`config.mk`:
```
export PLATFORM = sky130hd
export DESIGN_NAME = wind_speed_window_averager_top
export DESIGN_NICKNAME = d
export VERILOG_FILES = /design/src/hdl/wswa_pkg.sv /design/src/hdl/wind_speed_window_averager_top.sv
export SDC_FILE = /design/constraint.sdc
export NUM_CORES = 2
export LEC_CHECK = 0
export BUFFER_PORTS_ARGS = -buffer_cell sky130_fd_sc_hd__buf_4
export CELL_PAD_IN_SITES_DETAIL_PLACEMENT = 0
export CELL_PAD_IN_SITES_GLOBAL_PLACEMENT = 1
export CORE_UTILIZATION = 40
export DETAILED_ROUTE_END_ITERATION = 6
export GPL_TIMING_DRIVEN = 0
export PLACE_DENSITY_LB_ADDON = 0.2
export SYNTH_ARGS = -nofsm -noshare
export SYNTH_HDL_FRONTEND = slang
export SYNTH_SLANG_ARGS = --single-unit
```
`constraint.sdc`:
```
create_clock -name clk -period 12.4 [get_ports clk]
set_clock_uncertainty 0.05 [all_clocks]
set_input_delay 2.48 -clock clk [delete_from_list [all_inputs] [get_ports clk]]
set_output_delay 2.48 -clock clk [all_outputs]
set_load 0.02 [all_outputs]
```
`src/hdl/wswa_pkg.sv`:
```
// ----------------------------------------------------------------------------
// Wind speed window averager: shared definitions
// Field widths, register indexes, reset values and the Beaufort threshold table.
// ----------------------------------------------------------------------------
package wswa_pkg;

    localparam int COUNT_W    = 16;
    localparam int SPEED_W    = 16;
    localparam int HOLD_W     = 8;
    localparam int SKIP_W     = 8;
    localparam int BFT_W      = 5;
    localparam int RECIP_W    = COUNT_W + 1;
    localparam int CFG_IDX_W  = 2;
    localparam int CFG_DATA_W = 16;
    localparam int OUT_DATA_W = 56;

    localparam int WINDOW_DEPTH_DEF = 16;
    localparam int RECENT_DEPTH_DEF = 4;
    localparam int BEAUFORT_MAX     = 17;

    localparam logic [CFG_IDX_W-1:0] REG_SPEED_PER_COUNT = 2'd0;
    localparam logic [CFG_IDX_W-1:0] REG_HOLD_INTERVALS  = 2'd1;
    localparam logic [CFG_IDX_W-1:0] REG_REPORT_SKIP     = 2'd2;

    localparam logic [SPEED_W-1:0] SPEED_PER_COUNT_RST = 16'd256;
    localparam logic [HOLD_W-1:0]  HOLD_INTERVALS_RST  = 8'd5;
    localparam logic [SKIP_W-1:0]  REPORT_SKIP_RST     = 8'd5;

    // Q8.8 m/s threshold of each Beaufort number, 0.836 * B^1.5 rounded up
    function automatic logic [31:0] bft_threshold(input logic [BFT_W-1:0] b);
        logic [31:0] thr;
        unique case (b)
            5'd0:  thr = 32'd0;
            5'd1:  thr = 32'd215;
            5'd2:  thr = 32'd606;
            5'd3:  thr = 32'd1113;
            5'd4:  thr = 32'd1713;
            5'd5:  thr = 32'd2393;
            5'd6:  thr = 32'd3146;
            5'd7:  thr = 32'd3964;
            5'd8:  thr = 32'd4843;
            5'd9:  thr = 32'd5779;
            5'd10: thr = 32'd6768;
            5'd11: thr = 32'd7808;
            5'd12: thr = 32'd8897;
            5'd13: thr = 32'd10032;
            5'd14: thr = 32'd11211;
            5'd15: thr = 32'd12434;
            5'd16: thr = 32'd13698;
            5'd17: thr = 32'd15001;
            5'd18: thr = 32'd16344;
            5'd19: thr = 32'd17725;
            5'd20: thr = 32'd19143;
            5'd21: thr = 32'd20596;
            5'd22: thr = 32'd22085;
            5'd23: thr = 32'd23607;
            5'd24: thr = 32'd25164;
            5'd25: thr = 32'd26752;
            5'd26: thr = 32'd28374;
            5'd27: thr = 32'd30026;
            5'd28: thr = 32'd31710;
            5'd29: thr = 32'd33423;
            5'd30: thr = 32'd35167;
            5'd31: thr = 32'd36940;
            default: thr = 32'd0;
        endcase
        return thr;
    endfunction

endpackage

```
`src/hdl/wind_speed_window_averager_top.sv`:
```
// ----------------------------------------------------------------------------
// Wind speed window averager
// Hold rule, sliding window averages, gust and Beaufort reporting per interval.
// ----------------------------------------------------------------------------
// Usage:
//   Send one anemometer pulse count per refresh interval on the s_ stream.
//   Each item yields exactly one result item on the m_ stream, in order:
//   window average, gust average, last reported gust speed (Q8.8 m/s),
//   last reported Beaufort number and the report and change flags.
//   Configuration is written on the cfg_ channel (always ready) while the
//   block is idle: index 0 speed per count, 1 hold intervals, 2 report skip;
//   other indexes are ignored.
//   One item per cycle is sustained while m_tready is high. The window state
//   updates at the accept edge, then the divide estimate, divide correction,
//   speed multiply and Beaufort/report stages follow, each one register
//   deep.
//   Reset clears the window, all sums, the hold and report counters and the
//   reported values, and restores the register defaults; the first item
//   after reset evaluates a report.
//   When m_tready is low the result holds in the output register; the
//   pipeline keeps filling its empty stages and s_tready drops only once all
//   of them hold an item.
// ----------------------------------------------------------------------------
module wind_speed_window_averager_top
    import wswa_pkg::*;
#(
    parameter int WINDOW_DEPTH = WINDOW_DEPTH_DEF,
    parameter int RECENT_DEPTH = RECENT_DEPTH_DEF
)
(
    input  logic                  clk,
    input  logic                  rst_n,
    // configuration write channel
    input  logic                  cfg_valid,
    output logic                  cfg_ready,
    input  logic [CFG_IDX_W-1:0]  cfg_index,
    input  logic [CFG_DATA_W-1:0] cfg_data,
    // input stream
    input  logic                  s_tvalid,
    output logic                  s_tready,
    input  logic [COUNT_W-1:0]    s_tdata,   // [15:0] pulse_count
    // result stream
    output logic                  m_tvalid,
    input  logic                  m_tready,
    output logic [OUT_DATA_W-1:0] m_tdata    // [15:0] average_count, [31:16] gust_count,
                                             // [47:32] reported_gust_speed,
                                             // [52:48] reported_beaufort, [53] report_tick,
                                             // [54] gust_changed, [55] beaufort_changed
);

    localparam int RECENT_EFF = (RECENT_DEPTH > WINDOW_DEPTH) ? WINDOW_DEPTH : RECENT_DEPTH;
    localparam int WIN_LOG    = $clog2(WINDOW_DEPTH);
    localparam int REC_LOG    = $clog2(RECENT_EFF);
    localparam int WIN_SUM_W  = COUNT_W + WIN_LOG;
    localparam int REC_SUM_W  = COUNT_W + REC_LOG;
    localparam int AVG_SHIFT  = COUNT_W + WIN_LOG;
    localparam int REC_SHIFT  = COUNT_W + REC_LOG;
    localparam int AVG_PROD_W = WIN_SUM_W + RECIP_W;
    localparam int REC_PROD_W = REC_SUM_W + RECIP_W;
    localparam int SPD_PROD_W = COUNT_W + SPEED_W;
    localparam logic [RECIP_W-1:0] AVG_RECIP =
        RECIP_W'((64'd1 << AVG_SHIFT) / 64'(WINDOW_DEPTH));
    localparam logic [RECIP_W-1:0] REC_RECIP =
        RECIP_W'((64'd1 << REC_SHIFT) / 64'(RECENT_EFF));
    localparam logic [WIN_SUM_W-1:0] WIN_DIV = WIN_SUM_W'(WINDOW_DEPTH);
    localparam logic [REC_SUM_W-1:0] REC_DIV = REC_SUM_W'(RECENT_EFF);

    // ------------------------------------------------------------------
    // Configuration registers
    // ------------------------------------------------------------------
    logic [SPEED_W-1:0] speed_per_count_reg;
    logic [HOLD_W-1:0]  hold_intervals_reg;
    logic [SKIP_W-1:0]  report_skip_reg;

    assign cfg_ready = 1'b1;

    always_ff @(posedge clk or negedge rst_n)
    begin
        if (!rst_n)
        begin
            speed_per_count_reg <= SPEED_PER_COUNT_RST;
            hold_intervals_reg  <= HOLD_INTERVALS_RST;
            report_skip_reg     <= REPORT_SKIP_RST;
        end
        else if (cfg_valid)
        begin
            unique case (cfg_index)
                REG_SPEED_PER_COUNT: speed_per_count_reg <= cfg_data;
                REG_HOLD_INTERVALS:  hold_intervals_reg  <= cfg_data[HOLD_W-1:0];
                REG_REPORT_SKIP:     report_skip_reg     <= cfg_data[SKIP_W-1:0];
                default: ;
            endcase
        end
    end

    // ------------------------------------------------------------------
    // Stage enables: each stage loads when empty or when the next one moves
    // ------------------------------------------------------------------
    logic s1_valid_reg, s2_valid_reg, s3_valid_reg, s4_valid_reg, out_valid_reg;
    logic en_out, en4, en3, en2, en1;
    logic s_accept;

    assign en_out   = !out_valid_reg || m_tready;
    assign en4      = !s4_valid_reg || en_out;
    assign en3      = !s3_valid_reg || en4;
    assign en2      = !s2_valid_reg || en3;
    assign en1      = !s1_valid_reg || en2;
    assign s_tready = en1;
    assign s_accept = s_tvalid && en1;

    always_ff @(posedge clk or negedge rst_n)
    begin
        if (!rst_n)
        begin
            s1_valid_reg  <= 1'b0;
            s2_valid_reg  <= 1'b0;
            s3_valid_reg  <= 1'b0;
            s4_valid_reg  <= 1'b0;
            out_valid_reg <= 1'b0;
        end
        else
        begin
            if (en1)    s1_valid_reg  <= s_tvalid;
            if (en2)    s2_valid_reg  <= s1_valid_reg;
            if (en3)    s3_valid_reg  <= s2_valid_reg;
            if (en4)    s4_valid_reg  <= s3_valid_reg;
            if (en_out) out_valid_reg <= s4_valid_reg;
        end
    end

    // ------------------------------------------------------------------
    // Stage 1: hold rule, window shift and running sums
    // ------------------------------------------------------------------
    logic [COUNT_W-1:0]   win_reg [WINDOW_DEPTH];
    logic [WIN_SUM_W-1:0] win_total_reg, win_total_next;
    logic [REC_SUM_W-1:0] rec_total_reg, rec_total_next;
    logic [COUNT_W-1:0]   held_reg, held_next;
    logic [HOLD_W-1:0]    hold_left_reg, hold_left_next;
    logic [SKIP_W-1:0]    skip_left_reg, skip_left_next;
    logic [COUNT_W-1:0]   sample;
    logic [COUNT_W:0]     mean_sum;
    logic [HOLD_W-1:0]    hold_eff;
    logic                 report_now;

    always_comb
    begin
        mean_sum = {1'b0, held_reg} + {1'b0, s_tdata};
        if (s_tdata == '0)
            sample = held_reg;
        else if (s_tdata < held_reg)
            sample = mean_sum[COUNT_W:1];
        else
            sample = s_tdata;

        hold_eff = (s_tdata != '0) ? hold_intervals_reg : hold_left_reg;
        if (hold_eff == '0)
        begin
            held_next      = '0;
            hold_left_next = '0;
        end
        else
        begin
            held_next      = (s_tdata != '0) ? sample : held_reg;
            hold_left_next = hold_eff - 1'b1;
        end

        win_total_next = win_total_reg + WIN_SUM_W'(sample) - WIN_SUM_W'(win_reg[0]);
        rec_total_next = rec_total_reg + REC_SUM_W'(sample)
                       - REC_SUM_W'(win_reg[WINDOW_DEPTH - RECENT_EFF]);

        report_now     = (skip_left_reg == '0);
        skip_left_next = report_now ? report_skip_reg : skip_left_reg - 1'b1;
    end

    always_ff @(posedge clk or negedge rst_n)
    begin
        if (!rst_n)
        begin
            for (int i = 0; i < WINDOW_DEPTH; i++)
                win_reg[i] <= '0;
            win_total_reg <= '0;
            rec_total_reg <= '0;
            held_reg      <= '0;
            hold_left_reg <= '0;
            skip_left_reg <= '0;
        end
        else if (s_accept)
        begin
            for (int i = 0; i < WINDOW_DEPTH - 1; i++)
                win_reg[i] <= win_reg[i + 1];
            win_reg[WINDOW_DEPTH - 1] <= sample;
            win_total_reg <= win_total_next;
            rec_total_reg <= rec_total_next;
            held_reg      <= held_next;
            hold_left_reg <= hold_left_next;
            skip_left_reg <= skip_left_next;
        end
    end

    logic [WIN_SUM_W-1:0] s1_win_total_reg;
    logic [REC_SUM_W-1:0] s1_rec_total_reg;
    logic                 s1_tick_reg;

    always_ff @(posedge clk)
    begin
        if (en1)
        begin
            s1_win_total_reg <= win_total_next;
            s1_rec_total_reg <= rec_total_next;
            s1_tick_reg      <= report_now;
        end
    end

    // ------------------------------------------------------------------
    // Stage 2: quotient estimate by reciprocal multiply (low by at most one)
    // ------------------------------------------------------------------
    logic [AVG_PROD_W-1:0] avg_prod;
    logic [REC_PROD_W-1:0] rec_prod;
    logic [WIN_SUM_W-1:0]  s2_win_total_reg;
    logic [REC_SUM_W-1:0]  s2_rec_total_reg;
    logic [COUNT_W-1:0]    s2_avg_est_reg, s2_gust_est_reg;
    logic                  s2_tick_reg;

    assign avg_prod = AVG_PROD_W'(s1_win_total_reg) * AVG_PROD_W'(AVG_RECIP);
    assign rec_prod = REC_PROD_W'(s1_rec_total_reg) * REC_PROD_W'(REC_RECIP);

    always_ff @(posedge clk)
    begin
        if (en2)
        begin
            s2_win_total_reg <= s1_win_total_reg;
            s2_rec_total_reg <= s1_rec_total_reg;
            s2_avg_est_reg   <= avg_prod[AVG_SHIFT +: COUNT_W];
            s2_gust_est_reg  <= rec_prod[REC_SHIFT +: COUNT_W];
            s2_tick_reg      <= s1_tick_reg;
        end
    end

    // ------------------------------------------------------------------
    // Stage 3: remainder check and quotient correction
    // ------------------------------------------------------------------
    logic [WIN_SUM_W-1:0] avg_rem;
    logic [REC_SUM_W-1:0] rec_rem;
    logic [COUNT_W-1:0]   s3_avg_reg, s3_gust_reg;
    logic                 s3_tick_reg;

    assign avg_rem = s2_win_total_reg - WIN_SUM_W'(WIN_SUM_W'(s2_avg_est_reg) * WIN_DIV);
    assign rec_rem = s2_rec_total_reg - REC_SUM_W'(REC_SUM_W'(s2_gust_est_reg) * REC_DIV);

    always_ff @(posedge clk)
    begin
        if (en3)
        begin
            s3_avg_reg  <= s2_avg_est_reg + COUNT_W'(avg_rem >= WIN_DIV);
            s3_gust_reg <= s2_gust_est_reg + COUNT_W'(rec_rem >= REC_DIV);
            s3_tick_reg <= s2_tick_reg;
        end
    end

    // ------------------------------------------------------------------
    // Stage 4: speeds in Q8.8
    // ------------------------------------------------------------------
    logic [COUNT_W-1:0]    s4_avg_reg, s4_gust_reg;
    logic [SPD_PROD_W-1:0] s4_gust_speed_reg, s4_avg_speed_reg;
    logic                  s4_tick_reg;

    always_ff @(posedge clk)
    begin
        if (en4)
        begin
            s4_avg_reg        <= s3_avg_reg;
            s4_gust_reg       <= s3_gust_reg;
            s4_gust_speed_reg <= SPD_PROD_W'(s3_gust_reg) * SPD_PROD_W'(speed_per_count_reg);
            s4_avg_speed_reg  <= SPD_PROD_W'(s3_avg_reg) * SPD_PROD_W'(speed_per_count_reg);
            s4_tick_reg       <= s3_tick_reg;
        end
    end

    // ------------------------------------------------------------------
    // Stage 5: saturate, Beaufort lookup, compare with last report
    // ------------------------------------------------------------------
    logic [SPEED_W-1:0] last_gust_reg, last_gust_next;
    logic [BFT_W-1:0]   last_bft_reg, last_bft_next;
    logic [SPEED_W-1:0] gust_sat;
    logic [BFT_W-1:0]   bft;
    logic               gust_chg, bft_chg;

    always_comb
    begin
        gust_sat = (|s4_gust_speed_reg[COUNT_W+SPEED_W-1:SPEED_W]) ? '1
                 : s4_gust_speed_reg[SPEED_W-1:0];
        bft = '0;
        for (int i = 1; i <= BEAUFORT_MAX; i++)
        begin
            if (s4_avg_speed_reg >= bft_threshold(BFT_W'(i)))
                bft = BFT_W'(i);
        end
        gust_chg       = s4_tick_reg && (gust_sat != last_gust_reg);
        bft_chg        = s4_tick_reg && (bft != last_bft_reg);
        last_gust_next = s4_tick_reg ? gust_sat : last_gust_reg;
        last_bft_next  = s4_tick_reg ? bft : last_bft_reg;
    end

    always_ff @(posedge clk or negedge rst_n)
    begin
        if (!rst_n)
        begin
            last_gust_reg <= '0;
            last_bft_reg  <= '0;
        end
        else if (en_out && s4_valid_reg)
        begin
            last_gust_reg <= last_gust_next;
            last_bft_reg  <= last_bft_next;
        end
    end

    logic [OUT_DATA_W-1:0] out_data_reg;

    always_ff @(posedge clk)
    begin
        if (en_out)
            out_data_reg <= {bft_chg, gust_chg, s4_tick_reg, last_bft_next,
                             last_gust_next, s4_gust_reg, s4_avg_reg};
    end

    assign m_tvalid = out_valid_reg;
    assign m_tdata  = out_data_reg;

    // ------------------------------------------------------------------
    // Assertions
    // ------------------------------------------------------------------
    a_full_stall: assert property (@(posedge clk) disable iff (!rst_n)
        (out_valid_reg && !m_tready && s1_valid_reg && s2_valid_reg
         && s3_valid_reg && s4_valid_reg) |-> !s_tready)
        else $error("input taken while every stage is full and the output stalls");

    a_skip_count: assert property (@(posedge clk) disable iff (!rst_n)
        (s_accept && skip_left_reg != '0) |=> skip_left_reg == $past(skip_left_reg) - 1'b1)
        else $error("report countdown did not step down by one");

    a_report_hold: assert property (@(posedge clk) disable iff (!rst_n)
        (en_out && s4_valid_reg && !s4_tick_reg) |=>
            ($stable(last_gust_reg) && $stable(last_bft_reg)))
        else $error("reported values changed on an interval without a report");

    a_flag_tick: assert property (@(posedge clk) disable iff (!rst_n)
        (out_valid_reg && (out_data_reg[54] || out_data_reg[55])) |-> out_data_reg[53])
        else $error("change flag raised on an interval without a report");

endmodule
```
==> impl_results.md <==
- I/O pin cnt: between 90 and 100
- Outcome: completed
- Compound-cell area share of the yosys netlist: 6.926%
- Setup WS pre-CTS: between 3 and 4 ns
- Tcrit/Tclk final: 67.71%
- Worst Tran Pin Value: roughly 1.4 ns
- Critical path type: primary input to flop
- WL/cell: ~19 um
- Die height: 334.7 um
- Synth-to-Final Area Change: 12.55%
- RSZ-0062 raised after global routing: false
- Final Util: around 46%
- Drt drc: 0
- Die width: 334.7 um
- Largest register FFs: 256
- Root Driver: clkbuf_16
- Post-synthesis mux area share: 2.843%
- H-tree depth: 3
- Cell area after synthesis: 44280 um^2
- Simple-Gate Fraction of Synth Area: 15.93%
- Met3 routed WL: 5266 um
- Worst skew pair latency: 0.68 ns
- Final hold violation count: 0
- Synth top area share: 21.42%
- #FFs+latches synth: 636
- Syn_area_per_cell: 10.05 um^2
- CP arrival: 8.89 ns
- Metal2 WL: 59200 um
- Cts bufs inserted: 75
- Area of the multi-input gates: 24300 um^2
- Crit path max fanout: 10
- Global-route wire length before repair: approximately 180000 um
- Die area: 112000 um^2
- Startpoint types: primary input
- Ratio of cells with drive above 1 in the final layout: 7.616%
- Routed WL: between 100000 and 150000 um
- Site Rows: 121
- Count leader, synth: nand2_1
- Largest family of logic cells by synthesized area: adder cells
- Mapped Cells: 4405
- PostCTS Resize Cnt: 0
- Initial antenna violation count: 4
- XOR/XNOR Fraction of Synth Area: under 10%
- GRT overflow: 0
- Drt pass-1 iters: 5
- CTS sink cnt: 636
- Max_cap viols: 0
- DRC marker count from the first detailed-route iteration: approximately 1900
- Core Region: 109300 um^2
- CTS max path bufs: 3
- GPL Wtd Cong: around 0.87
- Top post-synthesis cells by area: dfrtp_1 21%, fa_1 19%, edfxtp_1 17%, nand2_1 9.0%, ha_1 7.9%
- Synth cell types: 75
- Seq/Total Area, Yosys: a little under 40%
- Fin Setup TNS: 0 ns
- CTS tree: yes
- Reg clk slew, reported paths: 0.06 ns
- DP Wirelength: 90400 um
- Via-per-instance ratio: 5.033
- Synth cell count leaders: 1067 x nand2_1, 559 x inv_1, 421 x fa_1
- Post-CTS Hold Buffers: 0
- Port Buffers: 96
- GRT Resource Usage Total: a little over a fifth
- Via count: 30840
- Yosys top cell by area: dfrtp_1
- Post-synth top flop: dfrtp_1
- Vias in the first global route: ~32000
- Yosys warning count: 0
- Postcts setup bufs: 0
- Synthesized Nets: 5145
- HP Class: flop to flop
- Top Metal Used: met4
- FILL cells: 10690
- Crit path time final: 8.395 ns
- Largest net degree at the start of global routing: 116
- Post-DRT Antenna Nets: 0
- Initial Utilization: 40.51%
- WL met1: 50930 um
- Async set or reset register ratio after synthesis: 60.38%
- CP required: approximately 13 ns
- Rel. slew slack: between 6 and 7%
- Final #Nets: 5326
- Post-Synth Adder-Cell Area: 26.95%
- Crit end category: flop
- Final WS setup: 4.005 ns
- Fin. max-slew vios: 0
- Register area: 17180 um^2
- Number of synthesized flops with an enable pin: 252
- Fmax: 119.1 MHz
- Final setup vio count: 0
==> area by class of cell <==
cell class | instances | area share (%)
clock inverters | 46 | 1.504
inverters | 559 | 4.216
diodes | 2 | 0.01004
flip-flops and latches | 636 | 34.48
multi-input cells | 3024 | 48.77
plain buffers | 186 | 1.416
repair buffers | 104 | 1.773
well taps | 1476 | 3.706
clock buffers | 93 | 4.128
==> stage by stage <==
step | hold WS, ns | instances | cell area [um^2]
3_3_place_gp | 0.3508 | 5977 | 46840
4_1_cts | 0.3275 | 6124 | 49830
3_5_place_dp | 0.3545 | 5985 | 47020
6_report | 0.3336 | 6126 | 49830
5_1_grt | 0.3462 | 6124 | 49830
2_1_floorplan | 0.3503 | 4405 | 44280
==> layout by cell type, fill, tap and decap left out, types with 8 or more instances in the layout <==
master	netlist	final
nand3_1	29	28
a21oi_1	124	124
ha_1	280	280
or3_1	12	12
clkbuf_1	174	183
mux2_2	94	94
a22o_1	18	18
inv_1	559	558
o21a_1	17	17
nand2b_1	21	21
o21ai_0	136	133
a21o_1	33	33
a31oi_1	29	29
clkinv_2	0	11
and2_1	224	224
mux2i_1	20	20
xor2_1	35	35
nand4_1	11	11
xnor2_1	74	74
and3_1	11	11
nor2b_1	16	16
fa_1	421	421
nand2_1	1067	1066
buf_4	1	98
buf_1	8	8
clkbuf_16	0	77
o31ai_1	9	9
dfrtp_1	379	379
nor3_1	41	41
edfxtp_1	252	252
nor2_1	130	130
bufinv_16	0	13
o21bai_1	18	18
a211oi_1	13	13
a21boi_0	12	12
nor4_1	29	29
==> path summary, 6_finish.rpt <==
check,startpoint,slack (ns),endpoint,cells after the start
worst max-delay path,s_tdata[13],4.00,win_total_reg[18],20
min in group asynchronous,rst_n,1.73,last_gust_reg[13],1
max in group asynchronous,rst_n,9.09,win_reg[241],3
worst max register to register,speed_per_count_reg[4],4.84,s4_gust_speed_reg[30],23
worst min-delay path,s4_avg_reg[7],0.33,m_tdata[7],0
worst min register to register,s4_avg_reg[7],0.33,m_tdata[7],0
==> worst max-delay path, cell delays in order <==
cell and delay [ns]:
buf_4 0.14, ha_1 0.28, clkbuf_1 0.19, a21o_1 0.21
a21o_1 0.17, a21oi_1 0.16, o21ai_0 0.17, a31oi_2 0.52
buf_2 0.43, nor2_1 0.10, o31ai_1 1.10, fa_1 0.58
ha_1 0.26, a2111oi_0 0.76, nand2b_1 0.19, o21ai_0 0.10
a21o_1 0.20, o41ai_1 0.39, xnor2_1 0.17, mux2_2 0.29
==> per-layer routing <==
metal | up-vias | global-route usage, %
li1 | 14540 | -
met1 | 15580 | 27.32
met2 | 575 | 38.03
met3 | 143 | 3.626
met4 | 0 | 5.479
met5 | - | 0
==> cell families (layout without fill, tap and decap cells) <==
| logic type | Yosys count | in the layout |
|---|---|---|
| compound gates | 483 | 483 |
| xor+xnor | 110 | 110 |
| fa+ha+maj | 701 | 701 |
| buf+inv | 745 | 988 |
| flops | 636 | 636 |
| mux | 114 | 114 |
| other cells | 1 | 3 |
| simple gates | 1615 | 1615 |
Power is not shown: default switching activity piles up to over one toggle a cycle in this logic, so the estimate is an artifact.
